`src/design/qrs_pkg.sv`:
```
`timescale 1ns / 1ps
`default_nettype none
// ============================================================================
// qrs_pkg
// Shared types and constants of the quadratic real-root solver.
// ============================================================================
package qrs_pkg;

    localparam int COEF_WIDTH_DEF     = 16;
    localparam int ROOT_FRAC_BITS_DEF = 16;
    localparam int COEF_FRAC          = 8;
    localparam int ROOT_OUT_WIDTH     = 40;

    typedef enum logic [1:0] {
        ST_TWO    = 2'd0,
        ST_DOUBLE = 2'd1,
        ST_NONE   = 2'd2,
        ST_A_ZERO = 2'd3
    } root_status_t;

    // Per-item control that rides alongside the numeric pipelines.
    typedef struct packed {
        root_status_t status;
        logic         neg_one;
        logic         neg_two;
    } root_ctrl_t;

endpackage
`default_nettype wire

```
`src/design/qrs_div.sv`:
```
`timescale 1ns / 1ps
`default_nettype none
// ============================================================================
// qrs_div
// Pipelined unsigned restoring divider, one quotient bit per register
// stage, with a side vector carried along.
// ============================================================================
module qrs_div
    import qrs_pkg::*;
#(
    parameter int NW    = 34,
    parameter int DV    = 16,
    parameter int SIDEW = 4
)(
    input  wire logic             clk,
    input  wire logic             rst_n,
    input  wire logic             in_valid,
    input  wire logic [NW-1:0]    dividend,
    input  wire logic [DV-1:0]    divisor,
    input  wire logic [SIDEW-1:0] side_in,
    output logic                  out_valid,
    output logic [NW-1:0]         quotient,
    output logic [SIDEW-1:0]      side_out
);
    logic [NW:1]      v_reg;
    logic [NW-1:0]    n_reg    [1:NW];
    logic [DV-1:0]    d_reg    [1:NW];
    logic [DV:0]      rem_reg  [1:NW];
    logic [NW-1:0]    q_reg    [1:NW];
    logic [SIDEW-1:0] side_reg [1:NW];

    for (genvar k = 0; k < NW; k++)
    begin : g_stage
        logic             v_cur;
        logic [NW-1:0]    n_cur;
        logic [DV-1:0]    d_cur;
        logic [DV:0]      rem_cur;
        logic [NW-1:0]    q_cur;
        logic [SIDEW-1:0] side_cur;
        logic [DV:0]      rem_sh;
        logic             ge;

        // The first stage takes the beat straight from the inputs.
        if (k == 0)
        begin : g_first
            assign v_cur    = in_valid;
            assign n_cur    = dividend;
            assign d_cur    = divisor;
            assign rem_cur  = '0;
            assign q_cur    = '0;
            assign side_cur = side_in;
        end
        else
        begin : g_rest
            assign v_cur    = v_reg[k];
            assign n_cur    = n_reg[k];
            assign d_cur    = d_reg[k];
            assign rem_cur  = rem_reg[k];
            assign q_cur    = q_reg[k];
            assign side_cur = side_reg[k];
        end

        always_comb
        begin
            rem_sh = {rem_cur[DV-1:0], n_cur[NW-1]};
            ge     = rem_sh >= {1'b0, d_cur};
        end

        always_ff @(posedge clk or negedge rst_n)
        begin
            if (!rst_n)
                v_reg[k+1] <= 1'b0;
            else
                v_reg[k+1] <= v_cur;
        end

        always_ff @(posedge clk)
        begin
            n_reg[k+1]    <= n_cur << 1;
            d_reg[k+1]    <= d_cur;
            rem_reg[k+1]  <= ge ? rem_sh - {1'b0, d_cur} : rem_sh;
            q_reg[k+1]    <= {q_cur[NW-2:0], ge};
            side_reg[k+1] <= side_cur;
        end
    end

    assign out_valid = v_reg[NW];
    assign quotient  = q_reg[NW];
    assign side_out  = side_reg[NW];

endmodule
`default_nettype wire

```
`config.mk`:
```
export PLATFORM = sky130hd
export DESIGN_NAME = qrs_div
export DESIGN_NICKNAME = d
export VERILOG_FILES = /design/src/design/qrs_pkg.sv /design/src/design/qrs_div.sv
export SDC_FILE = /design/constraint.sdc
export NUM_CORES = 2
export LEC_CHECK = 0
export ABC_CLOCK_PERIOD_IN_PS = 5900
export BUFFER_PORTS_ARGS = -buffer_cell sky130_fd_sc_hd__buf_4
export CAP_MARGIN = 15
export CELL_PAD_IN_SITES_DETAIL_PLACEMENT = 0
export CELL_PAD_IN_SITES_GLOBAL_PLACEMENT = 2
export CORE_UTILIZATION = 46
export CTS_CLUSTER_DIAMETER = 40
export DETAILED_ROUTE_END_ITERATION = 7
export PLACE_DENSITY_LB_ADDON = 0.1
export SLEW_MARGIN = 5
export SYNTH_ARGS = -nofsm -noshare
export SYNTH_HDL_FRONTEND = slang
export SYNTH_SLANG_ARGS = --single-unit
```
`constraint.sdc`:
```
create_clock -name clk -period 5.9 [get_ports clk]
set_input_delay 0.295 -clock clk [delete_from_list [all_inputs] [get_ports clk]]
set_output_delay 0.295 -clock clk [all_outputs]
set_load 0.02 [all_outputs]
```
### Word level (Yosys, flattened, before mapping)

Memories as Yosys holds them, arrays and structs flattened.
Cells that the tools add are included.
Widths: inputs -> output; s select.

* add/sub/neg operators: 34
* order comparisons: 34
* mux-type cells: 34

Operator list (number)
* $mux 17: 34
* $ge 17x16->1: 33
* $sub 17x16->17: 33
* $sub 1x16->17: 1
* $ge 1x16->1: 1

* output and inout port bits: 39
* word-level logic and storage cells: 141
* input port bits: 57
* memories: 5
* bits in writable memories: 3536
* flip-flop bits (word level): 34

Memories
* q_reg: words 34, bits a word 34, read ports 34, clocked after Yosys merged registers in 0, wr ports 34, RTL line qrs_div.sv:29 `logic [NW-1:0] q_reg [1:NW];`
* n_reg: words 34, bits a word 33, read ports 33, clocked after Yosys merged registers in 0, wr ports 34, RTL line qrs_div.sv:26 `logic [NW-1:0] n_reg [1:NW];`
* rem_reg: words 34, bits a word 17, read ports 33, clocked after Yosys merged registers in 0, wr ports 34, RTL line qrs_div.sv:28 `logic [DV:0] rem_reg [1:NW];`
* d_reg: words 34, bits a word 16, read ports 33, clocked after Yosys merged registers in 0, wr ports 34, RTL line qrs_div.sv:27 `logic [DV-1:0] d_reg [1:NW];`
* side_reg: words 34, bits a word 4, read ports 34, clocked after Yosys merged registers in 0, wr ports 34, RTL line qrs_div.sv:30 `logic [SIDEW-1:0] side_reg [1:NW];`

### Logic depth before layout (Yosys ltp)

An unclocked memory read counts as a cell.

* depth in word-level cells: 3
* depth in mapped cells: 14
* gate-level depth less buffers: 12

### Worst setup path before layout

Ideal clock, no wire load.

* path type: register to register
* from: reg d_reg[4][17] (netlist name)
* to: reg rem_reg[0][315] (netlist name)
* cell stages (with the launch flop): 14
* arrival: 2863 ps
* library setup time: 121 ps
* buffers on the path: 2
* path slack: 2916 ps
* period minus slack after synthesis: 2984 ps
* data required time: 5779 ps
* path through: dfxtp_1 > inv_1 > ha_1 > nor2b_4 > o31a_1 > o41a_1 > a221oi_4 > a21oi_2 > nor4_2 > nor3_1 > a21o_1 > buf_6 > buf_12 > mux2_4

==> flow_summary.ini <==
[clock_network]
cts_tree = built
post_cts_buffers = 0
worstSkewPairLatency_ps = 920
cts.path.max_buffers = 4
cts-root-buf = clkbuf_16
htree_num_levels = 5
cts_resized = 0
clkTransAtPathRegs_ps = 60
cts_made_buffers = 326
cts_num_sinks = 2382

[yosys]
synth_area_leaders = dfxtp_1 60%, ha_1 8.5%, inv_1 3.2%, mux2_2 2.9%, a21oi_1 2.4%
synth_ff_type = dfxtp_1
ys_types = 88
ys_ff_latch = 2382
netlist_area_um2 = 77900
synth_most_common_cell = dfxtp_1
synth_seq_area_share = 0.614
synth_edf_count = 0
syn_inst = 6827
syn_avg_cell_area_um2 = 11.4
synth_top_cell_by_area = dfxtp_1
async_reset_ff_frac = 0.0143
ys_warn_count = 0
synth_common_cells = 2,348 x dfxtp_1, 654 x inv_1, 530 x ha_1, 388 x nor2_1, 376 x a21oi_1
netlist.area_leader.share = 0.603
syn_nets = 7446

[timing]
hold_slack_ps = 66.5
fin_crit_sh = 0.636
fin_ws_ps = 2150
slew_headroom = 0.308
clock-skew-final_ps = 56.0
drv_slew = 0
setup_viol = 0
finalSetupTns_ps = 0
grt_setup_unrepaired = false
fmax_ghz = 0.266
fin_crit_ps = 3750
tightest_slew_ps = 1040
hold_viol = 0

[power_and_ir_drop]
power_frac_clock = 0.364
totalPowerFinal_mw = 52.8
p_leak_nw = 42.0
swShare = 0.294
seq_power_share = 0.385
peakVddDrop_uv = 296
p_comb_frac = 0.251
power_density_nw_per_um2 = 567
p_switching_mw = 15.5
power.internal_mw = 37.3

[place]
pre_cts_slack_ps = 2170
dpl.cell_count = 9048
io_buffers = 95
place_congestion = 0.839
dp_hpwl_mm = 104
placed_area_um2 = 81100

[floorplanning]
die_area_um2 = 171000
core_area_um2 = 168000
ios = 96
fp.dieW_um = 414
die_h_um = 414
start_util = 0.465
fp-row-count = 150

[route]
drt_pre_antenna_iters = 5
drt_drc_violations_left = 0
via_per_inst = 4.76
drt-initial-drc-count = 2198
vias = 46300
routedWlPerCell_um = 14.9
totalWireLength_mm = 145
ant_nets = 0

[worst_setup_path]
r2r_cells = 11
path_class = reg2reg
startpoint_type = flop
cp.required_ps = 6660
worstPathMaxFanout = 17
cp.arrival_ps = 4510
end_kind = flop

[global_routing]
grt_pass1_vias = 46000
grt_max_degree = 35
grt_overflow = 0
antenna_found_initial = 2
grt_pass1_wl_mm = 235
grtUsageTotal = 0.170

[hold_path]
hold_depth = 2
hold_class = in2reg

[run]
drv_cap = 0

[cells_and_area]
area_delta_synth_final_pct = 19.5
post-route-util = 0.555
fin_cells = 9717
largest_register_ff_count = 595
diodes = 0
final_area_um2 = 93100
drive_gt1_frac = 0.123
layout.nets = 7895

[status]
outcome = complete, no violations
cell type report:
class	instances	area (um2)
clock inverter	175	2040
inverter	656	2460
clock buffer	390	8930
sequential	2382	47900
timing repair buffer	207	1830
fill	14400	74500
tap	2204	2760
multi-input combinational	3703	27200
cells in the final DEF, fill, tap and decap left out, types with 201 or more instances in the layout:
master,netlist,layout
mux2_2,201,201
nor2_1,388,388
o21ai_0,335,335
inv_1,654,654
dfxtp_1,2348,2348
a21oi_1,376,376
xnor2_1,213,213
clkbuf_16,0,334
ha_1,530,530
nand2_1,333,333
final timing paths:
| kind | start | endpoint | slack [ps] |
|---|---|---|---|
| max | d_reg[1][49]$_DFF_P_ | rem_reg[0][145]$_DFF_P_ | 2150 |
| min | dividend[13] | n_reg[0][46]$_DFF_P_ | 70 |
| max reg2reg | d_reg[1][49]$_DFF_P_ | rem_reg[0][145]$_DFF_P_ | 2150 |
| min reg2reg | q_reg[3][41]$_DFF_P_ | q_reg[3][76]$_DFF_P_ | 270 |
| max in group asynchronous | rst_n | g_stage[17].v_cur$_DFF_PN0_ | 5290 |
| min in group asynchronous | rst_n | g_stage[25].v_cur$_DFF_PN0_ | 440 |
critical path: stages (launching register included):
cell,delay (ps)
dfxtp_1,360
inv_1,60
ha_1,270
nor2b_1,120
o21ai_0,100
a21boi_0,350
nor4_1,120
o41ai_1,700
a211oi_1,210
a21oi_1,170
o32a_1,750
mux2_2,410
cells by family after synthesis:
| family | Yosys count | synth area share |
|---|---|---|
| and+or+nand+nor | 1285 | 0.0790 |
| DFF | 2382 | 0.614 |
| muxes | 248 | 0.0358 |
| adders and majority gates | 562 | 0.0933 |
| AOI/OAI and AO/OA | 1227 | 0.0981 |
| buffers and inverters | 742 | 0.0366 |
| xor gates and xnor gates | 381 | 0.0428 |
power by group through the flow:
stage          clock network, mW  logic [mW]  registers, mW
2_1_floorplan                  0        10.6           20.1
3_3_place_gp                   0        13.1           20.8
3_5_place_dp                   0        13.1           20.7
4_1_cts                     19.8        13.3           20.4
5_1_grt                     20.5        15.0           20.6
6_report                    19.2        13.3           20.3
metal layers:
layer | wire length, um | vias to the layer above | track usage
met5 | 0 | - | 0
met4 | 4360 | 0 | 0.0665
met3 | 5300 | 321 | 0.0330
met2 | 65900 | 672 | 0.277
met1 | 69300 | 21300 | 0.222
li1 | - | 24000 | -
timing repair:
action                     4_1_cts  5_1_grt
setup endpoints to repair        0        0
hold buffers                   103        0
hold endpoints to repair       105        0
Note: power is estimated with default switching activity, not from simulation.
