<file path="config.mk">
export PLATFORM = sky130hd
export DESIGN_NAME = qrs_disc
export DESIGN_NICKNAME = d
export VERILOG_FILES = /design/src/design/qrs_pkg.sv /design/src/design/qrs_disc.sv
export SDC_FILE = /design/constraint.sdc
export NUM_CORES = 2
export LEC_CHECK = 0
export BUFFER_PORTS_ARGS = -buffer_cell sky130_fd_sc_hd__buf_4
export CAP_MARGIN = 20
export CORE_AREA = 2 2 213 215
export CTS_BUF_LIST = sky130_fd_sc_hd__clkbuf_16
export DETAILED_ROUTE_END_ITERATION = 8
export DIE_AREA = 0 0 215 217
export MAX_ROUTING_LAYER = met4
export PLACE_DENSITY = 0.72
export RECOVER_POWER = 100
export SKIP_LAST_GASP = 1
export SLEW_MARGIN = 20
export SYNTH_ARGS = -nofsm -noshare
export SYNTH_HDL_FRONTEND = slang
export SYNTH_SLANG_ARGS = --single-unit
</file>
<file path="constraint.sdc">
create_clock -name clk -period 4.8 [get_ports clk]
set_clock_uncertainty 0.15 [all_clocks]
set_input_delay 0.72 -clock clk [delete_from_list [all_inputs] [get_ports clk]]
set_output_delay 0.72 -clock clk [all_outputs]
set_load 0.02 [all_outputs]
</file>
<file path="src/design/qrs_pkg.sv">
`timescale 1ns / 1ps
`default_nettype none
// ============================================================================
// qrs_pkg
// Shared types and constants of the quadratic real-root solver.
// ============================================================================
package qrs_pkg;

    localparam int COEF_WIDTH_DEF     = 16;
    localparam int ROOT_FRAC_BITS_DEF = 16;
    localparam int COEF_FRAC          = 8;
    localparam int ROOT_OUT_WIDTH     = 40;

    typedef enum logic [1:0] {
        ST_TWO    = 2'd0,
        ST_DOUBLE = 2'd1,
        ST_NONE   = 2'd2,
        ST_A_ZERO = 2'd3
    } root_status_t;

    // Per-item control that rides alongside the numeric pipelines.
    typedef struct packed {
        root_status_t status;
        logic         neg_one;
        logic         neg_two;
    } root_ctrl_t;

endpackage
`default_nettype wire

</file>
<file path="src/design/qrs_disc.sv">
`timescale 1ns / 1ps
`default_nettype none
// ============================================================================
// qrs_disc
// Two-stage discriminant unit: products, then b*b - 4ac, status and the
// scaled square-root operand.
// ============================================================================
module qrs_disc
    import qrs_pkg::*;
#(
    parameter int CW = COEF_WIDTH_DEF,
    parameter int SH = 16,
    parameter int SW = 50
)(
    input  wire logic                 clk,
    input  wire logic                 rst_n,
    input  wire logic                 in_valid,
    input  wire logic signed [CW-1:0] a,
    input  wire logic signed [CW-1:0] b,
    input  wire logic signed [CW-1:0] c,
    output logic                      out_valid,
    output root_status_t              status,
    output logic signed [CW-1:0]      a_out,
    output logic signed [CW-1:0]      b_out,
    output logic [SW-1:0]             operand
);
    localparam int DW = 2 * CW + 3;

    logic                   v1_reg, v2_reg;
    logic signed [2*CW-1:0] bb_reg, ac_reg;
    logic signed [CW-1:0]   a1_reg, b1_reg, a2_reg, b2_reg;
    root_status_t           st_reg, st_next;
    logic [SW-1:0]          op_reg, op_next;
    logic signed [DW-1:0]   disc;

    always_ff @(posedge clk or negedge rst_n)
    begin
        if (!rst_n)
        begin
            v1_reg <= 1'b0;
            v2_reg <= 1'b0;
        end
        else
        begin
            v1_reg <= in_valid;
            v2_reg <= v1_reg;
        end
    end

    always_ff @(posedge clk)
    begin
        bb_reg <= b * b;
        ac_reg <= a * c;
        a1_reg <= a;
        b1_reg <= b;
        a2_reg <= a1_reg;
        b2_reg <= b1_reg;
        st_reg <= st_next;
        op_reg <= op_next;
    end

    always_comb
    begin
        disc = DW'(bb_reg) - (DW'(ac_reg) <<< 2);
        if (a1_reg == '0)
            st_next = ST_A_ZERO;
        else if (disc[DW-1])
            st_next = ST_NONE;
        else if (disc == '0)
            st_next = ST_DOUBLE;
        else
            st_next = ST_TWO;
        op_next = disc[DW-1] ? '0 : (SW'(disc[DW-2:0]) << SH);
    end

    assign out_valid = v2_reg;
    assign status    = st_reg;
    assign a_out     = a2_reg;
    assign b_out     = b2_reg;
    assign operand   = op_reg;

endmodule
`default_nettype wire

</file>
Word-level counts from Yosys, hierarchy flattened
Cells that the tools add are included.

operators by class
  add/subtract/negate cells = 1
  multiply operators = 2
  mux-type cells = 2
  reductions and logical operators = 3

operator list
  kind                          count
  multiplier 16 x 16 -> 32 bit  2
  zero test 35 bit              1
  subtractor 32 x 34 -> 35 bit  1
  zero test 16 bit              1
  two-way mux 1 bit             2
  OR reduction 2 bit            1

word-level totals
  register bits = 182
  input port bits = 51
  output and inout port bits = 85
  word-level logic and storage cells = 20

Depth between registers and ports, before layout
  depth in word-level cells = 4
  depth in mapped cells = 25
  mapped depth without buffers = 24

Worst setup path before layout
Ideal clock, no wire load.

  kind = input-to-reg
  start = input b[15]
  end = register bb_reg[29]
  library setup time = 72 ps
  arrival = 6932 ps
  data required time = 4578 ps
  slack = -2355 ps
  cell stages on the path = 22
  path buffers = 2
  cell sequence = clkbuf_1 buf_1 nand2_1 fa_1 inv_1 fa_1 fa_1 fa_1 fa_1 inv_1 fa_1 inv_1 ha_1 a21o_1 a21o_1 a21o_1 or3_1 a311oi_1 nor3_1 or3_1 a21oi_1 xnor2_1

on the way
  cells in the longest elaborated chain, start to end = 1

RTL lines
  what                          line            RTL
  start: declaration            qrs_disc.sv:19  input wire logic signed [CW-1:0] b,
  multiplier 16 x 16 -> 32 bit  qrs_disc.sv:52  bb_reg <= b * b;
  end signal: assignment        qrs_disc.sv:52
  end: declaration              qrs_disc.sv:30  logic signed [2*CW-1:0] bb_reg, ac_reg;

No other way between the ends.
A chain may end at the register's enable or synchronous reset.

Final worst setup path
  start = input b[12]
  end = register bb_reg[29]

The elaborated chain is that of the path after synthesis.

==> key figures <==
Status
  – Status: finished, violations left
  – Failing checks: negative setup slack

GRT
  – GRT Total Usage: 26.5%
  – Global route overflow: 0
  – Met2 GRT Util: 44.6%
  – First-pass GRT wire length: 95.9 mm
  – Met3 Use GR: 3.56%
  – M1 GR Usage: 33.7%
  – Pin count of the biggest net entering global routing: 36
  – Vias in the first global route: 20100
  – Initial antenna violation count: 0
  – Gr busiest metal: met2

Critical path
  – Critical path arrival: 6320 ps
  – Reg2reg setup slack: 1010 ps
  – CP endpoint kind: register
  – Capture point of the worst reg-to-reg path: status[0]
  – CP startpoint kind: primary input
  – Worst Path Max Fanout: 6
  – Worst Reg2Reg Path Length in Cells: 12
  – WP data required: 5030 ps
  – Crit Path Class: primary input to register
  – R2R Path Start: ac_reg[0]

STA
  – Tightest Pin Transition: 752 ps
  – Setup tns final: -33940 ps
  – Tmin final: 6090 ps
  – Fmax: 164 MHz
  – Max-slew violations: 0
  – Setup slack after layout: -1290 ps
  – RSZ-0062 raised after global routing: yes
  – Relative slew slack: 49.1%
  – Final hold viol count: 0
  – Final setup vio count: 44
  – Tcrit/Tclk final: 127%

Routing
  – Post-DR wirelength/cell: 15.7 um
  – # DRC: 0
  – Starting DRT DRC Count: 800
  – Total wire length: 57.3 mm
  – Number of detailed-route iterations in the first pass: 5
  – Antenna-violating nets left: 0
  – DR vias/cell: 5.05
  – Vias: 18400

Run
  – Max cap viols: 0

Layout
  – Max reg flops: 33
  – Number of diodes: 0
  – Nets: 3786
  – Area added between synthesis and finish: 27.9%
  – Total of fill cells in the finished design: 3375
  – Fraction of layout cells with a size suffix above 1: 26.9%

Synth
  – Post-Syn Area: 24200 um^2
  – Top cells by count, synth: inv_1, fa_1, nand2_1
  – Synth Warn #: 0
  – Simple-gate share of the synthesized area: 12.9%
  – Share of the synthesized area in the top cell type: 41.2%
  – Synth Area in XOR/XNOR: 3.48%
  – Synth area leaders: fa_1, dfxtp_1, ha_1, inv_1, and2_1
  – Post-synthesis compound-gate area fraction: 6.85%
  – Cells after Synth: 2569
  – Main combinational cell family by area after synthesis: adder cells
  – Yosys cell types: 67
  – Cell taking the most area after synthesis: fa_1
  – Post-synth EDFFs: 0
  – #FFs+latches synth: 163
  – Post-synthesis sequential area ratio: 13.6%
  – Commonest register cell after synthesis: dfxtp_1
  – Post-synth ARST share: 1.23%
  – Avg Inst Size Synth: 9.40 um^2
  – Most used standard cell by instance count after synthesis: inv_1
  – Post-Synth Adder-Cell Area: 51.5%
  – Post-synthesis mux area share: 0.0829%

Worst hold path
  – Min-Delay Path Class: register to register
  – WHS Path Cells: 0
  – Worst Hold Launch: b1_reg[14]
  – Hold worst-path end: b_out[14]

Floorplan
  – Rows: 78
  – Full die area: 46700 um^2
  – Die W: 215 um
  – Initial core utilization: 54.0%
  – Core Region: 44700 um^2
  – Number of primary I/O pins: 136
  – DIE HEIGHT: 217 um

Clock tree
  – TritonCTS clock tree: yes
  – Clock Root Buffer: clkbuf_16
  – Number of clock buffers inserted by TritonCTS: 17
  – Sink Count: 163
  – Skew-Pair Late Insertion Delay: 460 ps
  – Max clock buf depth: 2
  – H-Tree Depth: 4
  – Clock transition at the registers of the reported paths: 70 ps

Placement
  – DP Wirelength: 47.0 mm
  – Dpl ws: -1830 ps
  – Placer Congestion: 0.900
  – # port buffers: 118
-- layout make-up --
class	count	area (um^2)	area share [%]
multi-input cells	1691	19400	62.7
flip-flops and latches	163	3270	10.6
well taps	600	751	2.43
inverters	647	2440	7.89
clock buffers	17	425	1.38
repair buffers	519	4480	14.5
clock inverters	14	164	0.531
-- per-stage QoR --
stage / cells / area (um^2) / hold slack (ps) / util, %
finish: 3651 / 30900 / 177 / 69.1
global placement: 3554 / 28600 / 161 / 63.9
detailed placement: 3554 / 28600 / 162 / 63.9
floorplan: 2585 / 25000 / 160 / -
global route: 3651 / 30900 / 181 / 69.1
CTS: 3629 / 30200 / 178 / 67.5
-- worst max-delay path by stage --
stage | from | slack [ps] | to | cells past startpoint
6_report | b[12] | -1290 | bb_reg[29] | 21
5_1_grt | b[15] | -1470 | bb_reg[29] | 20
4_1_cts | b[15] | -1220 | bb_reg[29] | 20
3_5_place_dp | b[15] | -1830 | bb_reg[29] | 20
3_3_place_gp | b[15] | -1700 | bb_reg[29] | 20
2_1_floorplan | b[15] | -1620 | bb_reg[29] | 20
-- cell families after synthesis --
family,count (synthesis)
compound gates,249
buf+inv,731
fa+ha+maj,696
mux,2
other cells,1
xor+xnor,96
simple gates,631
flops,163
-- worst max-delay path, cell delays in order --
cell and delay, ps:
buf_4 130, and2_1 170, buf_4 130, fa_1 450
fa_1 520, fa_1 590, fa_1 430, fa_1 490
inv_1 50, fa_1 470, inv_1 40, ha_1 180
a21o_1 190, a21o_1 170, a21o_1 200, or3_4 360
a311oi_4 340, nor3_1 70, or3_1 340, a21oi_2 140
xnor2_1 120
-- timing repair --
action | in CTS | in global routing
hold endpoints to repair | 2 | 0
gates cloned | 1 | 1
setup endpoints to repair | 42 | 45
pin swaps | 134 | 144
hold buffers | 1 | 0
gates resized for setup | 187 | 140
setup buffers | 42 | 28
-- placed cells by master (no fill, tap or decap), types with 15 or more instances in the layout --
master / Yosys / layout
o21a_1: 21 / 20
a21o_1: 33 / 33
inv_2: 0 / 39
nor2_1: 102 / 88
conb_1: 1 / 17
ha_4: 0 / 28
dfxtp_1: 161 / 161
a21oi_2: 0 / 24
fa_1: 497 / 457
buf_6: 0 / 69
o21ai_0: 32 / 25
nor2b_1: 23 / 21
buf_4: 17 / 420
nand2_1: 227 / 205
fa_2: 0 / 40
and2_1: 169 / 136
clkbuf_16: 0 / 18
xnor2_1: 80 / 76
inv_1: 647 / 607
nand2b_1: 20 / 19
buf_12: 0 / 15
xor2_1: 16 / 16
ha_1: 199 / 166
nand3_1: 21 / 17
a21oi_1: 75 / 45
and2_4: 0 / 33
-- routing by layer --
metal / part of all wire, % / up-vias
li1: - / 8622
met1: 42 / 9321
met2: 51 / 407
met3: 5.3 / 91
met4: 2.2 / 0
met5: 0 / -
Power is left out: the tool's default activity adds up to more than one toggle a clock period on the data nets, which glitch-free logic cannot reach.
