### config.mk
export PLATFORM = sky130hd
export DESIGN_NAME = qrs_sqrt
export DESIGN_NICKNAME = d
export VERILOG_FILES = /design/src/design/qrs_pkg.sv /design/src/design/qrs_sqrt.sv
export SDC_FILE = /design/constraint.sdc
export NUM_CORES = 2
export LEC_CHECK = 0
export BUFFER_PORTS_ARGS = -buffer_cell sky130_fd_sc_hd__clkbuf_2
export CORE_ASPECT_RATIO = 0.75
export CORE_MARGIN = 2
export CORE_UTILIZATION = 40
export CTS_CLUSTER_DIAMETER = 40
export CTS_CLUSTER_SIZE = 30
export DETAILED_ROUTE_END_ITERATION = 8
export MAX_ROUTING_LAYER = met4
export PLACE_DENSITY_LB_ADDON = 0.3
export SLEW_MARGIN = 5
export SYNTH_ARGS = -nofsm -noshare
export SYNTH_HDL_FRONTEND = slang
export SYNTH_SLANG_ARGS = --single-unit
### constraint.sdc
create_clock -name clk -period 3.7 [get_ports clk]
set_clock_uncertainty 0.2 [all_clocks]
set_input_delay 0 -clock clk [delete_from_list [all_inputs] [get_ports clk]]
set_output_delay 0 -clock clk [all_outputs]
set_load 0.01 [all_outputs]
### src/design/qrs_pkg.sv
`timescale 1ns / 1ps
`default_nettype none
// ============================================================================
// qrs_pkg
// Shared types and constants of the quadratic real-root solver.
// ============================================================================
package qrs_pkg;

    localparam int COEF_WIDTH_DEF     = 16;
    localparam int ROOT_FRAC_BITS_DEF = 16;
    localparam int COEF_FRAC          = 8;
    localparam int ROOT_OUT_WIDTH     = 40;

    typedef enum logic [1:0] {
        ST_TWO    = 2'd0,
        ST_DOUBLE = 2'd1,
        ST_NONE   = 2'd2,
        ST_A_ZERO = 2'd3
    } root_status_t;

    // Per-item control that rides alongside the numeric pipelines.
    typedef struct packed {
        root_status_t status;
        logic         neg_one;
        logic         neg_two;
    } root_ctrl_t;

endpackage
`default_nettype wire

### src/design/qrs_sqrt.sv
`timescale 1ns / 1ps
`default_nettype none
// ============================================================================
// qrs_sqrt
// Pipelined floor square root, one result bit per register stage, with a
// side vector carried along.
// ============================================================================
module qrs_sqrt
    import qrs_pkg::*;
#(
    parameter int SW    = 50,
    parameter int SIDEW = 34
)(
    input  wire logic             clk,
    input  wire logic             rst_n,
    input  wire logic             in_valid,
    input  wire logic [SW-1:0]    operand,
    input  wire logic [SIDEW-1:0] side_in,
    output logic                  out_valid,
    output logic [SW/2-1:0]       root,
    output logic [SIDEW-1:0]      side_out
);
    localparam int HW = SW / 2;
    localparam int RW = HW + 2;

    logic [HW:1]      v_reg;
    logic [SW-1:0]    op_reg   [1:HW];
    logic [RW-1:0]    rem_reg  [1:HW];
    logic [HW-1:0]    root_reg [1:HW];
    logic [SIDEW-1:0] side_reg [1:HW];

    for (genvar k = 0; k < HW; k++)
    begin : g_stage
        logic             v_cur;
        logic [SW-1:0]    op_cur;
        logic [RW-1:0]    rem_cur;
        logic [HW-1:0]    root_cur;
        logic [SIDEW-1:0] side_cur;
        logic [RW-1:0]    rem_sh, trial;
        logic             ge;

        // The first stage takes the beat straight from the inputs.
        if (k == 0)
        begin : g_first
            assign v_cur    = in_valid;
            assign op_cur   = operand;
            assign rem_cur  = '0;
            assign root_cur = '0;
            assign side_cur = side_in;
        end
        else
        begin : g_rest
            assign v_cur    = v_reg[k];
            assign op_cur   = op_reg[k];
            assign rem_cur  = rem_reg[k];
            assign root_cur = root_reg[k];
            assign side_cur = side_reg[k];
        end

        always_comb
        begin
            rem_sh = {rem_cur[RW-3:0], op_cur[SW-1 -: 2]};
            trial  = {root_cur, 2'b01};
            ge     = rem_sh >= trial;
        end

        always_ff @(posedge clk or negedge rst_n)
        begin
            if (!rst_n)
                v_reg[k+1] <= 1'b0;
            else
                v_reg[k+1] <= v_cur;
        end

        always_ff @(posedge clk)
        begin
            op_reg[k+1]   <= op_cur << 2;
            rem_reg[k+1]  <= ge ? rem_sh - trial : rem_sh;
            root_reg[k+1] <= {root_cur[HW-2:0], ge};
            side_reg[k+1] <= side_cur;
        end
    end

    assign out_valid = v_reg[HW];
    assign root      = root_reg[HW];
    assign side_out  = side_reg[HW];

endmodule
`default_nettype wire

### Yosys cells after proc, flatten, opt, wreduce, memory -nomap -nowiden

Memory sizes are Yosys's and may differ from the RTL's.
Index checks and enable logic that the tools add are counted.
W data, S select, Z words.

* register bits after elaboration: 25
* RAM bits: 3350
* input port bits: 87
* memories: 4

Memories
* op_reg: depth 25, bits a word 48, read ports 24, clocked after memory_dff 0, wr ports 25, RTL line qrs_sqrt.sv:27 `logic [SW-1:0] op_reg [1:HW];`
* side_reg: depth 25, bits a word 34, read ports 25, clocked after memory_dff 0, wr ports 25, RTL line qrs_sqrt.sv:30 `logic [SIDEW-1:0] side_reg [1:HW];`
* rem_reg: depth 25, bits a word 27, read ports 24, clocked after memory_dff 0, wr ports 25, RTL line qrs_sqrt.sv:28 `logic [RW-1:0] rem_reg [1:HW];`
* root_reg: depth 25, bits a word 25, read ports 25, clocked after memory_dff 0, wr ports 25, RTL line qrs_sqrt.sv:29 `logic [HW-1:0] root_reg [1:HW];`

* $add $sub $neg: 25
* $lt $le $gt $ge: 25
* muxes and demuxes: 25

Operators by type and width (number)
* $mux W27: 25
* $ge A27 B27 Y1: 24
* $sub A27 B27 Y27: 24
* $sub A2 B1 Y3 const B: 1
* $ge A2 B1 Y1 const B: 1

### Logic depth before layout (Yosys ltp)

An unclocked memory read counts as a cell.

* word-level depth: 3
* depth in mapped cells: 13

### Worst setup path before layout

Ideal clock, no wire load.

* path kind: flip-flop to flip-flop
* start: register, netlist name root_reg[11][26]
* end: register, netlist name rem_reg[1][232]
* library setup time: 121 ps
* data arrival time: 2858 ps
* required time: 3379 ps
* setup slack: 521 ps
* stages on the path, launching flop included: 12
* clock period less this slack: 3179 ps
* cell sequence: dfxtp_1 -> inv_1 -> ha_1 -> o21ai_0 -> a22oi_1 -> a2111o_1 -> o41ai_4 -> o21ai_0 -> and2_1 -> a21oi_4 -> buf_6 -> mux2_2

==> out/summary.log <==
qor: timing.slew_at_the_pin_closest_to_its_max_slew_limit 1050 ps
qor: timing.post-route-min-period 3520 ps
qor: timing.grt_setup_unrepaired false
qor: die.io_pins 147
qor: power_and_ir_drop.irDropWorstVdd 0.494 mV
qor: worst_setup_path.cp-end-kind register
qor: layout.areaGrowthSynthToFinish 18.4%
qor: clock_tree.tritoncts_num_sinks 2367
qor: global_route.grt_pass1_wl 213 mm
qor: power_and_ir_drop.leakage 39.1 nW
qor: layout.largest_register_ffs 850
qor: logic_synthesis.synth-warning-count 0
qor: clock_tree.cts.clk_slew.worst_paths 100 ps
qor: logic_synthesis.post_synthesis_net_count 6581
qor: die.total_core_area 0.179 sq mm
qor: clock_tree.cts_max_level 4
qor: global_route.grt.met1_usage 21.4%
qor: global_route.globalRouteTotalUtil 14.6%
qor: power_and_ir_drop.power_per_unit_of_standard_cell_area 727 mW/mm^2
qor: layout.stdcell_area 0.0854 sq mm
qor: detailed_routing.vias 42800
qor: logic_synthesis.ys_ff_latch 2367
qor: logic_synthesis.post_synth_top_flop dfxtp_1
qor: logic_synthesis.post-synth-top-area-cell dfxtp_1
qor: timing.report.final.slew_viol_count 0
qor: clock_tree.numCtsBuffers 202
qor: logic_synthesis.synth_top_area_share 65.0%
qor: clock_tree.cts_tree built
qor: global_route.grt_util_met3 3.59%
qor: run.maxCapViolCount 0
qor: timing.setup_viol 0
qor: run_status.status complete, no violations
qor: worst_setup_path.critPathLaunchType register
qor: worst_setup_path.timing.critical_path.required 4200 ps
qor: global_route.busiest_layer met1
qor: global_route.met2_usage 19.7%
qor: logic_synthesis.mappedNetlistArea 0.0721 sq mm
qor: detailed_routing.via_per_inst 4.65
qor: timing.totalNegativeSetupSlack 0 ps
qor: die.core_rows 134
qor: layout.final_layout_size_suffix_gt1_share 10.8%
qor: logic_synthesis.syn_area_per_cell 11.7 sq um
qor: worst_setup_path.worstPathCellList inv_1, ha_1, o21ai_0, a22oi_1, o311ai_0, buf_4, o22ai_1, a31oi_1, nor2_1, nor2b_1, buf_12, mux2_2
qor: clock_tree.clock_insertion_delay_at_the_later_pin_of_the_skew_report 820 ps
qor: detailed_routing.drtAntennaViolNets 0
qor: logic_synthesis.synthesis.instances 6143
qor: detailed_routing.detail_route.wl_per_cell 14.2 microns
qor: timing.slew-limit-headroom 30.1%
qor: detailed_routing.routed_wirelength 131 mm
qor: placement.dp_hpwl 94.0 mm
qor: logic_synthesis.async_reset_ff_share 1.06%
qor: die.die_area 0.184 sq mm
qor: detailed_routing.detail_route.first_pass.iterations 6
qor: logic_synthesis.synthTopCellsByArea dfxtp_1 65%, ha_1 6.1%, xnor2_1 3.0%, xor2_1 2.5%, inv_1 2.3%
qor: die.chipHeight 372 microns
qor: worst_setup_path.critPathMaxStageDelay 500 ps
qor: global_route.grt_max_degree 38
qor: logic_synthesis.yosysUniqueCellTypes 86
qor: placement.placement.io_buffers 146
qor: worst_hold_path.hp-class register to register
qor: detailed_routing.iteration_0_drc_count_of_the_detailed_router 2990
qor: logic_synthesis.synth_edf_count 0
qor: global_route.first_global_vias 41000
qor: clock_tree.cts_buffer_depth 3
qor: timing.final-hold-violation-count 0
qor: global_route.grt_overflow 0
qor: detailed_routing.post-route-drc-count 0
qor: worst_setup_path.cp_slowest_cell o311ai_0
qor: die.floorplan.initialDensity 40.4%
qor: layout.nets 7092
qor: timing.fmax 284 MHz
qor: worst_setup_path.timing.setup.critical_path_class register to register
qor: clock_tree.cts-root-buf clkbuf_16
qor: placement.placement.cell_area 0.0761 sq mm
qor: worst_setup_path.timing.critical_path.arrival 4020 ps
qor: timing.fin_crit_sh 95.1%
qor: worst_setup_path.max_fanout_on_critical_path 20
qor: die.fp.dieW 494 microns
qor: placement.routability_congestion_estimate_from_global_placement 0.883
qor: logic_synthesis.synth.yosys.seq_area_share 65.9%
qor: global_route.grt_antenna_before_repair 3
==> path summary, 6_finish.rpt <==
path	depth (start not counted)	slack, ps	to	startpoint
max	12	180	rem_reg[1][86]	root_reg[9][0]
min	0	100	side_reg[0][615]	side_reg[0][581]
max reg2reg	12	180	rem_reg[1][86]	root_reg[9][0]
min reg2reg	0	100	side_reg[0][615]	side_reg[0][581]
max in group asynchronous	3	2370	g_stage[20].v_cur	rst_n
min in group asynchronous	3	300	g_stage[11].v_cur	rst_n
==> cell usage after synthesis, drive strengths merged (11+ instances only) <==
master and number:
dfxtp 2342, inv 440, ha 351, nor2 321, nand2 303, a21oi 291, xnor2 249, o21ai 241
xor2 203, a21o 135, nor3 129, nand3 109, mux2 75, o21a 75, nand2b 69, clkbuf 56
nor4 54, nand4 53, or3 52, and3 47, nor2b 44, a211oi 39, o31ai 37, or2 33
or4 31, o211ai 28, a31oi 26, buf 25, dfrtp 25, o21bai 22, a21boi 20, nand3b 16
nor4b 15, and4 14, and2 13, mux2i 11, nor3b 11
==> stage by stage <==
step	instances	worst slack (ps)	util, %	hold slack [ps]	power, mW
6_report	9218	180	47.8	96.3	62.1
2_1_floorplan	6143	521	-	-496	37.0
3_5_place_dp	8657	160	42.6	-178	39.7
5_1_grt	9217	4.56	47.8	44.7	65.4
3_3_place_gp	8657	265	42.6	-185	39.6
4_1_cts	9215	116	47.8	20.4	62.9
==> worst max-delay path: cells and delay by family (launching register included) <==
family                     cells  cell delay, ps
DFF                            1             320
buffers and inverters          3             440
and+or+nand+nor                2             390
muxes                          1             350
AOI/OAI and AO/OA              5            1360
adders and majority gates      1             320
==> logic make-up (layout without fill, tap and decap cells) <==
family	count (synthesis)	in the layout	synth area share (%)
mux	86	86	1.33
compound gates	1032	1032	9.10
fa+ha+maj	351	351	6.09
xor+xnor	452	452	5.49
other cells	1	4	0.00520
buf+inv	521	1213	2.76
flops	2367	2367	65.9
simple gates	1333	1333	9.37
==> power by group <==
part | leakage (nW) | switching, mW | internal, mW
Clock | 3.60 | 10.6 | 12.1
Combinational | 15.5 | 4.60 | 4.02
Sequential | 20.0 | 2.07 | 28.7
==> cell type report <==
cell class,instances,area [sq um]
Clock buffer,230,5380
Fill cell,15900,93200
Sequential cell,2367,47500
Multi-Input combinational cell,3255,22700
Clock inverter,155,2140
Antenna cell,3,7.51
Tap cell,2380,2980
Timing Repair Buffer,388,3030
Inverter,440,1650
==> cell usage in the layout (no fill, tap or decap), types with 18 or more instances in the layout <==
master / count
mux2_2: 74
inv_1: 436
o21a_1: 75
nor4_1: 51
dfxtp_1: 2342
nor2_1: 319
nand2b_1: 69
clkbuf_16: 207
o211ai_1: 28
nand3_1: 109
o31ai_1: 35
a21o_1: 135
dfrtp_1: 25
nand4_1: 53
ha_1: 351
o21ai_0: 238
inv_8: 18
a31oi_1: 26
dlygate4sd3_1: 173
a21boi_0: 20
nor3_1: 127
buf_4: 65
xor2_1: 203
or2_2: 33
inv_6: 26
a211oi_1: 37
clkinv_8: 24
or3_1: 51
clkbuf_2: 146
or4_1: 30
and3_1: 46
o21bai_1: 22
a21oi_1: 289
xnor2_1: 249
nand2_1: 303
nor2b_1: 44
==> timing repair <==
action                     4_1_cts  5_1_grt
hold endpoints to repair       111        0
setup buffers                    0        0
hold buffers                   173        0
setup endpoints to repair        0       15
gates resized for setup          0        5
==> metal layers <==
layer / wire, microns / part of all wire, % / vias to the layer above
met4: 3260 / 2.5 / 0
li1: - / - / 21900
met3: 8080 / 6.2 / 240
met1: 68800 / 52 / 19700
met5: 0 / 0 / -
met2: 50900 / 39 / 966
Power figures use the tool's default switching activity.
